### config.mk
export PLATFORM = sky130hd
export DESIGN_NAME = alpha_over_blend
export DESIGN_NICKNAME = d
export VERILOG_FILES = /design/src/rtl/core/aob_pkg.sv /design/src/rtl/core/alpha_over_blend.sv
export SDC_FILE = /design/constraint.sdc
export NUM_CORES = 2
export LEC_CHECK = 0
export BUFFER_PORTS_ARGS = -buffer_cell sky130_fd_sc_hd__buf_2
export CAP_MARGIN = 20
export CORE_UTILIZATION = 30
export DETAILED_ROUTE_END_ITERATION = 8
export SLEW_MARGIN = 20
export SYNTH_ARGS = -nofsm -noshare
export SYNTH_HDL_FRONTEND = slang
export SYNTH_SLANG_ARGS = --single-unit
### constraint.sdc
create_clock -name clock -period 6.59 [get_ports clock]
set_clock_uncertainty 0.1 [all_clocks]
set_input_delay 0.3295 -clock clock [delete_from_list [all_inputs] [get_ports clock]]
set_output_delay 0.3295 -clock clock [all_outputs]
set_load 0.03 [all_outputs]
### src/rtl/core/aob_pkg.sv
`default_nettype none

package aob_pkg;

   // Configuration register indexes.
   localparam logic [2:0] RegSrcChannels = 3'd0;
   localparam logic [2:0] RegDstChannels = 3'd1;
   localparam logic [2:0] RegOffsetX     = 3'd2;
   localparam logic [2:0] RegOffsetY     = 3'd3;
   localparam logic [2:0] RegDstWidth    = 3'd4;
   localparam logic [2:0] RegDstHeight   = 3'd5;

   // Alpha thresholds: opaque byte level and the combined alpha floor (0.01 * 65025).
   localparam logic [7:0]  OpaqueLevel = 8'd253;
   localparam logic [15:0] AlphaFloor  = 16'd650;
   localparam logic [7:0]  FullAlpha   = 8'd255;
   localparam logic [2:0]  MaxChannels = 3'd4;

   // Number of quotient bits resolved in each division stage.
   localparam int unsigned DivBitsPerStage = 2;

   // Per-item sideband that rides along the whole pipeline.
   typedef struct packed {
      logic             in_bounds;
      logic [11:0]      dst_x;
      logic [11:0]      dst_y;
      logic             copy;
      logic             blend;
      logic [3:0]       mask;
      logic [3:0][7:0]  cpy;
      logic [7:0]       alpha;
   } side_type;

   // After channel substitution and alpha selection.
   typedef struct packed {
      side_type         side;
      logic [7:0]       sa;
      logic [7:0]       da;
      logic [2:0][7:0]  s;
      logic [2:0][7:0]  d;
   } prep_type;

   // After the first products.
   typedef struct packed {
      side_type         side;
      logic [7:0]       inv;
      logic [15:0]      comb_a;
      logic [2:0][15:0] p;
      logic [2:0][15:0] q;
   } prod_type;

   // Division in progress: partial remainders and quotients per color lane.
   typedef struct packed {
      side_type         side;
      logic [15:0]      comb_a;
      logic [2:0][23:0] rem;
      logic [2:0][7:0]  quo;
   } div_type;

   // Result item as presented on the output channel.
   typedef struct packed {
      logic             write_enable;
      logic [11:0]      dst_x;
      logic [11:0]      dst_y;
      logic [3:0][7:0]  chan;
   } out_type;

   // Channel counts of 0 act as 1, above 4 act as 4.
   function automatic logic [2:0] chan_count(input logic [2:0] v);
      logic [2:0] r;
      r = v;
      if (v == 3'd0) begin
         r = 3'd1;
      end else if (v > MaxChannels) begin
         r = MaxChannels;
      end
      return r;
   endfunction

   // Two restoring division steps for quotient bits hi and hi-1 on every lane.
   function automatic div_type div_steps(input div_type x, input int unsigned hi);
      div_type     y;
      logic [23:0] t;
      int unsigned b;
      y = x;
      for (int unsigned j = 0; j < DivBitsPerStage; j++) begin
         b = hi - j;
         t = 24'({8'd0, x.comb_a} << b);
         for (int unsigned k = 0; k < 3; k++) begin
            if (y.rem[k] >= t) begin
               y.rem[k] = y.rem[k] - t;
               y.quo[k][b[2:0]] = 1'b1;
            end
         end
      end
      return y;
   endfunction

endpackage

`default_nettype wire

### src/rtl/core/alpha_over_blend.sv
// Throughput: one pixel per cycle while rsp_ready holds; the 8-bit restoring divide is
// spread two quotient bits per stage over four stages, each stage stalling only when full.
// Reset (synchronous, active high) empties the pipeline and restores the
// configuration to 4 channels, zero offsets and a 4096 x 4096 destination.
`default_nettype none

module alpha_over_blend #(
   parameter int unsigned MAX_DIM = 4096
) (
   input  wire logic        clock,
   input  wire logic        reset,

   input  wire logic        csr_valid,
   output logic             csr_ready,
   input  wire logic [2:0]  csr_index,
   input  wire logic [15:0] csr_data,

   input  wire logic        req_valid,
   output logic             req_ready,
   input  wire logic [11:0] req_src_x,
   input  wire logic [11:0] req_src_y,
   input  wire logic [7:0]  req_src_c0,
   input  wire logic [7:0]  req_src_c1,
   input  wire logic [7:0]  req_src_c2,
   input  wire logic [7:0]  req_src_c3,
   input  wire logic [7:0]  req_dst_c0,
   input  wire logic [7:0]  req_dst_c1,
   input  wire logic [7:0]  req_dst_c2,
   input  wire logic [7:0]  req_dst_c3,

   output logic             rsp_valid,
   input  wire logic        rsp_ready,
   output logic             rsp_write_enable,
   output logic [11:0]      rsp_dst_x,
   output logic [11:0]      rsp_dst_y,
   output logic [7:0]       rsp_out_c0,
   output logic [7:0]       rsp_out_c1,
   output logic [7:0]       rsp_out_c2,
   output logic [7:0]       rsp_out_c3
);

   localparam int unsigned Stages   = 7;
   localparam int unsigned DivLevels = 3;
   localparam logic [17:0] MaxDim   = 18'(MAX_DIM);

   // Configuration registers.
   logic [2:0]  src_channels_ff;
   logic [2:0]  dst_channels_ff;
   logic [15:0] offset_x_ff;
   logic [15:0] offset_y_ff;
   logic [12:0] dst_width_ff;
   logic [12:0] dst_height_ff;

   assign csr_ready = 1'b1;

   always_ff @(posedge clock) begin
      if (reset) begin
         src_channels_ff <= 3'd4;
         dst_channels_ff <= 3'd4;
         offset_x_ff     <= 16'd0;
         offset_y_ff     <= 16'd0;
         dst_width_ff    <= 13'd4096;
         dst_height_ff   <= 13'd4096;
      end else if (csr_valid && csr_ready) begin
         case (csr_index)
            aob_pkg::RegSrcChannels: src_channels_ff <= csr_data[2:0];
            aob_pkg::RegDstChannels: dst_channels_ff <= csr_data[2:0];
            aob_pkg::RegOffsetX:     offset_x_ff     <= csr_data;
            aob_pkg::RegOffsetY:     offset_y_ff     <= csr_data;
            aob_pkg::RegDstWidth:    dst_width_ff    <= csr_data[12:0];
            aob_pkg::RegDstHeight:   dst_height_ff   <= csr_data[12:0];
            default: ;
         endcase
      end
   end

   // Stage registers and their valid bits.
   logic [Stages-1:0]          valid_ff;
   logic [Stages-1:0]          valid_in;
   logic [Stages-1:0]          en;
   aob_pkg::prep_type          prep_ff, prep_in;
   aob_pkg::prod_type          prod_ff, prod_in;
   aob_pkg::div_type           div_ff [DivLevels+1];
   aob_pkg::div_type           div_in [DivLevels+1];
   aob_pkg::out_type           out_ff, out_in;

   // A stage loads when it is empty or its content moves on.
   always_comb begin
      en[Stages-1] = !valid_ff[Stages-1] || rsp_ready;
      for (int i = Stages - 2; i >= 0; i--) begin
         en[i] = !valid_ff[i] || en[i+1];
      end
      valid_in[0] = req_valid;
      for (int i = 1; i < Stages; i++) begin
         valid_in[i] = valid_ff[i-1];
      end
   end

   assign req_ready = en[0];
   assign rsp_valid = valid_ff[Stages-1];

   always_ff @(posedge clock) begin
      if (reset) begin
         valid_ff <= '0;
      end else begin
         for (int i = 0; i < Stages; i++) begin
            if (en[i]) begin
               valid_ff[i] <= valid_in[i];
            end
         end
      end
   end

   // Stage 1: target mapping, bounds check, channel substitution, alpha selection and copy values.
   always_comb begin
      logic [2:0]       sc;
      logic [2:0]       dc;
      logic [17:0]      tx;
      logic [17:0]      ty;
      logic [17:0]      w_eff;
      logic [17:0]      h_eff;
      logic [3:0][7:0]  s;
      logic [7:0]       sa;
      logic [7:0]       da;
      sc = aob_pkg::chan_count(src_channels_ff);
      dc = aob_pkg::chan_count(dst_channels_ff);
      tx = {6'd0, req_src_x} + {{2{offset_x_ff[15]}}, offset_x_ff};
      ty = {6'd0, req_src_y} + {{2{offset_y_ff[15]}}, offset_y_ff};
      w_eff = ({5'd0, dst_width_ff} > MaxDim) ? MaxDim : {5'd0, dst_width_ff};
      h_eff = ({5'd0, dst_height_ff} > MaxDim) ? MaxDim : {5'd0, dst_height_ff};

      s[0] = req_src_c0;
      s[1] = (sc > 3'd1) ? req_src_c1 : req_src_c0;
      s[2] = (sc > 3'd2) ? req_src_c2 : req_src_c0;
      s[3] = (sc > 3'd3) ? req_src_c3 : req_src_c0;
      sa = (sc < aob_pkg::MaxChannels) ? aob_pkg::FullAlpha : s[3];
      da = (dc < aob_pkg::MaxChannels) ? aob_pkg::FullAlpha : req_dst_c3;

      prep_in = '0;
      prep_in.side.in_bounds = !tx[17] && !ty[17] && (tx < w_eff) && (ty < h_eff);
      prep_in.side.dst_x  = tx[11:0];
      prep_in.side.dst_y  = ty[11:0];
      prep_in.side.copy   = (sa >= aob_pkg::OpaqueLevel) && (da >= aob_pkg::OpaqueLevel);
      for (int k = 0; k < 4; k++) begin
         prep_in.side.mask[k] = (3'(k) < dc);
         prep_in.side.cpy[k]  = (3'(k) < dc) ? ((sc >= dc) ? s[k] : s[0]) : 8'd0;
      end
      prep_in.sa   = sa;
      prep_in.da   = da;
      prep_in.s    = {s[2], s[1], s[0]};
      prep_in.d    = {req_dst_c2, req_dst_c1, req_dst_c0};
   end

   // Stage 2: channel times alpha products and the combined alpha.
   always_comb begin
      logic [7:0] inv;
      inv = aob_pkg::FullAlpha - prep_ff.sa;
      prod_in.side   = prep_ff.side;
      prod_in.inv    = inv;
      prod_in.comb_a = ({prep_ff.sa, 8'd0} - {8'd0, prep_ff.sa}) + 16'(prep_ff.da * inv);
      for (int k = 0; k < 3; k++) begin
         prod_in.p[k] = 16'(prep_ff.s[k] * prep_ff.sa);
         prod_in.q[k] = 16'(prep_ff.d[k] * prep_ff.da);
      end
   end

   // Stage 3: numerators, output alpha (combined alpha / 255) and the blend flag.
   always_comb begin
      logic [16:0] a_sum;
      a_sum = {1'b0, prod_ff.comb_a} + 17'd1 + {9'd0, prod_ff.comb_a[15:8]};
      div_in[0].side        = prod_ff.side;
      div_in[0].side.blend  = (prod_ff.comb_a > aob_pkg::AlphaFloor);
      div_in[0].side.alpha  = a_sum[15:8];
      div_in[0].comb_a      = prod_ff.comb_a;
      div_in[0].quo         = '0;
      for (int k = 0; k < 3; k++) begin
         div_in[0].rem[k] = ({prod_ff.p[k], 8'd0} - {8'd0, prod_ff.p[k]})
                            + 24'(prod_ff.q[k] * prod_ff.inv);
      end
   end

   // Stages 4 to 6: two quotient bits each, most significant first.
   for (genvar i = 1; i <= DivLevels; i++) begin : g_div
      always_comb begin
         div_in[i] = aob_pkg::div_steps(div_ff[i-1],
                        32'(7 - (i - 1) * aob_pkg::DivBitsPerStage));
      end
   end

   // Stage 7: last two quotient bits and the choice between copy, blend and zero.
   always_comb begin
      aob_pkg::div_type fin;
      fin = aob_pkg::div_steps(div_ff[DivLevels],
               32'(7 - DivLevels * aob_pkg::DivBitsPerStage));
      out_in = '0;
      if (fin.side.in_bounds) begin
         out_in.write_enable = 1'b1;
         out_in.dst_x        = fin.side.dst_x;
         out_in.dst_y        = fin.side.dst_y;
         if (fin.side.copy) begin
            out_in.chan = fin.side.cpy;
         end else if (fin.side.blend) begin
            for (int k = 0; k < 3; k++) begin
               out_in.chan[k] = fin.side.mask[k] ? fin.quo[k] : 8'd0;
            end
            out_in.chan[3] = fin.side.mask[3] ? fin.side.alpha : 8'd0;
         end
      end
   end

   // Payload registers load with their stage and need no reset.
   always_ff @(posedge clock) begin
      if (en[0]) begin
         prep_ff <= prep_in;
      end
      if (en[1]) begin
         prod_ff <= prod_in;
      end
      for (int i = 0; i <= DivLevels; i++) begin
         if (en[i+2]) begin
            div_ff[i] <= div_in[i];
         end
      end
      if (en[Stages-1]) begin
         out_ff <= out_in;
      end
   end

   assign rsp_write_enable = out_ff.write_enable;
   assign rsp_dst_x        = out_ff.dst_x;
   assign rsp_dst_y        = out_ff.dst_y;
   assign rsp_out_c0       = out_ff.chan[0];
   assign rsp_out_c1       = out_ff.chan[1];
   assign rsp_out_c2       = out_ff.chan[2];
   assign rsp_out_c3       = out_ff.chan[3];

endmodule

`default_nettype wire

# [Word level (Yosys, flattened, before mapping)]
# Memory sizes are Yosys's and may differ from the RTL's.
# Index checks and enable logic that the tools add are counted.
[word_totals] regBits=436 ramBits=732 in_bits=112 out_inout_bits=60 word_cells=250 memories=1
[memory_table] name="div_ff" depth=4 word_bits=183 rd=4 rd_clocked_by_memory_dff=0 wr=4 line_no="alpha_over_blend.sv:83" rtl="aob_pkg::div_type div_ff [DivLevels+1];"
[op_classes] addsub=34 n_mul=10 n_lt_le_gt_ge=43 n_eq_ne=5 muxes=74 n_reduce_logical=29
[ops] cell="24-bit 2-to-1 mux" count=21
[ops] cell="8-bit by 8-bit multiplier with 16-bit output" count=7
[ops] cell="8-bit 2-to-1 mux" count=12
[ops] cell="24-bit adder" count=3
[ops] cell="24-bit by 16-bit >= comparator with 1-bit output" count=3
[ops] cell="24-bit by 17-bit >= comparator with 1-bit output" count=3
[ops] cell="24-bit by 18-bit >= comparator with 1-bit output" count=3
[ops] cell="24-bit by 19-bit >= comparator with 1-bit output" count=3
[ops] cell="24-bit by 20-bit >= comparator with 1-bit output" count=3
[ops] cell="24-bit by 21-bit >= comparator with 1-bit output" count=3
[ops] cell="24-bit by 22-bit >= comparator with 1-bit output" count=3
[ops] cell="24-bit by 23-bit >= comparator with 1-bit output" count=3
[ops] cell="16-bit by 8-bit multiplier with 24-bit output" count=3
[ops] cell="24-bit by 16-bit subtractor with 24-bit output" count=3
[ops] cell="24-bit by 17-bit subtractor with 24-bit output" count=3
[ops] cell="24-bit by 18-bit subtractor with 24-bit output" count=3
[ops] cell="24-bit by 19-bit subtractor with 24-bit output" count=3
[ops] cell="24-bit by 20-bit subtractor with 24-bit output" count=3
[ops] cell="24-bit by 21-bit subtractor with 24-bit output" count=3
[ops] cell="24-bit by 22-bit subtractor with 24-bit output" count=3
[ops] cell="24-bit by 23-bit subtractor with 24-bit output" count=3
[ops] cell="32-bit 2-to-1 mux" count=2
[ops] cell="57-bit 2-to-1 mux" count=1
[ops] cell="18-bit by 13-bit < comparator with 1-bit output" count=2
[ops] cell="other kinds (27)" count=96

# [Longest topological paths before layout]
# An unclocked memory read counts as a cell.
[logic_depth] ltp_word=9 depth_mapped=26

# [Least setup slack after synthesis]
# OpenSTA, ideal clock, no wires.
[synth_timing] kind="register to register" start="reg valid_ff[6]" end="reg prod_ff, in the netlist div_in[645], enable pin" setup_time_ns=1.931 arrival_time_ns=5.313 required_time_ns=4.559 setup_slack_ns=-0.754 stages_incl_launch_ff=6 n_path_buf=1 synth_period_minus_slack_ns=7.344 cell_sequence="dfxtp_1 nor2b_1 and2_1 and3_1 clkbuf_1 nand3_1"
[synth_via] elab_chain_len=7
[synth_lines] item="from (decl)" line_no="alpha_over_blend.sv:78" rtl="logic [Stages-1:0] valid_ff;"
[synth_lines] item="from (signal, indexed assignment)" line_no="alpha_over_blend.sv:108" rtl="valid_ff[i] <= valid_in[i];"
[synth_lines] item="1-bit zero test" line_no="alpha_over_blend.sv:89" rtl="en[Stages-1] = !valid_ff[Stages-1] || rsp_ready;"
[synth_lines] item="1-bit logical OR" line_no="alpha_over_blend.sv:89"
[synth_lines] item="1-bit logical OR (5 in series)" line_no="alpha_over_blend.sv:91" rtl="en[i] = !valid_ff[i] || en[i+1];"
[synth_lines] item="named net en[1]" line_no="alpha_over_blend.sv:80" rtl="logic [Stages-1:0] en;"
[synth_lines] item="to (signal assigned)" line_no="alpha_over_blend.sv:217" rtl="prod_ff <= prod_in;"
[synth_lines] item="to (decl)" line_no="alpha_over_blend.sv:82" rtl="aob_pkg::prod_type prod_ff, prod_in;"
# The timed path passes the listed nets, and every way through them passes these cells.
# A chain may end at the register's enable or synchronous reset.

==> results.txt <==
- The number of different library cells used by synthesis comes to 99.
- The largest individual stage delay along the critical path comes from the cell edfxtp_1.
- Final number of hold-violating endpoints: 0
- Final setup TNS: 0 ns
- The post-route netlist has around 8.4% of its cells at a drive strength greater than 1.
- Number of cell rows: just under 200
- Mapped Area: slightly below 90,000 um^2
- After routing the design area is ~100,000 um^2.
- Fraction of the yosys area taken by sequential cells: a little under two fifths
* Cell taking the most area after synthesis: edfxtp_1
- Global-route wire length before repair: between 300,000 and 400,000 um
- Top cell type's share of synthesized area: between 30% and 40%
- Die ar.: 297,200 um^2
- Post-synthesis average cell area: approximately 10 um^2
* Largest net degree at the start of global routing: 152
* DPL Wire Length: 191,200 um
- Cell type with the highest occurrence count on the critical path: fa_1
- Final Core Density: 33.97%
- After technology mapping, the gate count stands at 8,471.
- Buffer levels on the longest clock path: 3
* Clock buffers created by TritonCTS: 117
- Arrival time of data at the critical path endpoint: around 6.7 ns
- Cell count after placement: 12,500
* Placement Cell Area: 94,780 um^2
* I/O Pins: around 170
- The detailed router placed 62,890 vias in this run.
- Worst hold-check path type: input port to flip-flop
- After layout, the minimum clock period comes to 6.266 ns.
- Once layout is complete, the cells apart from fillers number ~13,000.
- TritonCTS built the clock tree.
* Worst setup EP type: flip-flop
* GR Util met2: 25.07%
* Number of I/O port buffers: 170
- Number of setup buffers added after CTS: 0
- For this run, the total global-route usage over all layers was measured as 15.89%.
* Max frequency: 159.6 MHz
- Along the worst path, the maximum fanout reaches 13.
- Final period utilization: 95.08%
* Pins over their slew limit: 0
- The number of global-route vias before repair was around 63,000.
- Number of nets in the finished design: 10,410
- Sum of routed wire length over all layers: between 200,000 and 250,000 um
* Layout overhead on the synthesized area: 12.67%
- Data on the critical path is required at its endpoint by 6.98 ns.
* Length of the first detailed-routing pass in iterations: 6
- After detailed routing, the number of remaining DRC violations is 0.
- Slew at the pin closest to its max-slew limit: 1.149 ns
- The initial antenna violation count was 16.
* H-tree depth reported by CTS: 3
- The critical path is of the flip-flop to flip-flop type.
* Syn. warnings: 0
- Number of DRC violations after detailed-routing iteration 0: about 4,700
- Counting flops with a built-in enable in the synthesized netlist gives 1,037.
- The tree built by TritonCTS fans out to approximately 1,100 sinks.
* # setup viols final: 0
- The most used flip-flop cell after synthesis is edfxtp_1.
- Unrepaired setup endpoints after global routing: false
- Clock slew seen by the registers of the worst setup and hold paths: 0.06 ns
- Floorplan core area: between 200,000 and 300,000 um^2
- Maximum Capacitance Violations: 0
* Dominant cells by area after synthesis: edfxtp_1 35%, fa_1 14%, ha_1 12%, inv_1 4.4%, nand2_1 3.8%
- The total overflow left after global routing is 0.
* Async set-reset flop share out of synthesis: 0%
- met2 is the most crowded layer.
- Per-cell via count in the routed design: 4.905
* Routed wire per std cell: between 15 and 20 um
* Source-to-sink clock delay at the later pin of the worst-skew pair: 0.76 ns
- Outcome: complete, no violations
- Measured along the y axis, the die boundary spans 545.2 um.
- Global routing used ~1.8% of the available met3 tracks.
* Fraction of met1 tracks used by global routing: 22.59%
- Headroom to the max-slew limit came out at a little under a quarter.
- Walking the worst path, the cells encountered are buf_4 -> and2_1 -> fa_1 -> fa_1 -> fa_1 -> inv_1 -> fa_1 -> inv_1 -> ha_1 -> ha_1 -> a21oi_1 -> o21ai_0 -> a21o_1 -> o21ba_2 -> o41ai_1 -> buf_4 -> o21ai_0 -> a311o_1 -> a21oi_1 -> a21oi_1 -> xnor2_1.
- Number of synthesized register bits: roughly 1,100
- Cell at the root of the clock tree: clkbuf_16
- STA classifies the critical path startpoint as a flip-flop.
* Slowest Stage Delay on Critical Path: ~0.63 ns
- Routability Congestion: ~0.93
- Once detail routing completed, the nets flagged for antenna violations numbered 0.
- Once the floorplan was initialized, standard cells occupied a little under a third of the core.
- The die is ~550 um wide.
==> path summary, 6_finish.rpt <==
path / from / to / slack, ns / cells after the start
setup / recovery: prod_ff[116]$_DFFE_PP_ / div_ff[0][95]$_DFFE_PP_ / 0.32 / 21
hold / removal: req_src_y[4] / prep_ff[114]$_DFFE_PP_ / 0.05 / 3
setup reg to reg: prod_ff[116]$_DFFE_PP_ / div_ff[0][95]$_DFFE_PP_ / 0.32 / 21
hold reg to reg: div_ff[2][98]$_DFFE_PP_ / div_ff[3][98]$_DFFE_PP_ / 0.29 / 0
==> worst max-delay path: cells and delay by family (launching register included) <==
family          cells  cell delay [ns]
compound gates      9             1.91
flops               1             0.63
fa+ha+maj           6             2.50
buf+inv             4             0.55
simple gates        1             0.15
xor+xnor            1             0.13
==> final cells by class <==
class                           instances  area, um^2
Sequential cell                      1108       32570
Clock buffer                          130        2987
Clock inverter                         91        1002
Tap cell                             3919        4903
Antenna cell                            6       15.01
Fill cell                           29300      193800
Timing Repair Buffer                  408        3045
Multi-Input combinational cell       6112       51260
Inverter                             1046        3941
==> routing by layer <==
layer	vias up	share of wire, %
li1	29860	-
met5	-	0
met3	362	5.1
met2	1814	44
met1	30850	47
met4	0	3.5
==> flip-flops by register name, summed over array words and instances, names as in the netlist, 13 cells and up <==
| name | flops |
|---|---|
| prod_ff | 104 |
| offset_y_ff | 16 |
| prep_ff | 126 |
| offset_x_ff | 16 |
| dst_width_ff | 13 |
| div_ff | 672 |
| dst_height_ff | 13 |
| div_in | 78 |
==> Yosys cell counts, types with 40 or more instances <==
cell type / count
nand4_1: 72
nand2_1: 905
a21o_1: 175
xnor2_1: 305
nand2b_1: 72
o21ai_0: 327
inv_1: 1037
clkbuf_1: 180
dfxtp_1: 71
o21bai_1: 54
nor2_1: 393
fa_1: 626
a21oi_1: 517
nor3_1: 116
nor2b_1: 127
edfxtp_1: 1037
ha_1: 876
or3_1: 40
xor2_1: 147
nand3_1: 94
mux2_2: 142
and2_1: 437
o21a_1: 76
==> cells in the final DEF, fill, tap and decap left out, types with 174 or more instances in the layout <==
master,instances
a21o_1,174
a21oi_1,517
and2_1,436
edfxtp_1,1037
fa_1,626
ha_1,876
inv_1,1034
nand2_1,903
nor2_1,392
o21ai_0,327
xnor2_1,305
==> cells by family (layout without fill, tap and decap cells) <==
family / after synthesis / count (layout) / share of synthesized area, %
other: 2 / 9 / 0.008486
and+or+nand+nor: 2467 / 2467 / 13.77
xor gates and xnor gates: 453 / 453 / 4.491
muxes: 190 / 190 / 2.401
AOI/OAI and AO/OA: 1497 / 1497 / 10.64
DFF: 1108 / 1108 / 36.79
buffers and inverters: 1252 / 1675 / 5.355
adders and majority gates: 1502 / 1502 / 26.54
==> metrics by stage <==
stage | worst slack, ns | hold WS, ns
floorplan | -0.03250 | 0.3003
global placement | 0.4383 | 0.3006
detailed placement | 0.3932 | 0.3045
CTS | 0.3509 | 0.0001278
global route | 0.00003553 | 0.03193
finish | 0.3241 | 0.04664
==> repair_timing <==
action	in CTS	in global routing
hold buffers	93	0
hold endpoints to repair	161	0
gates resized for setup	0	0
endpoints found under the setup margin	0	0
Power is not shown: default switching activity piles up to over one toggle a cycle in this logic, so the estimate is an artifact.
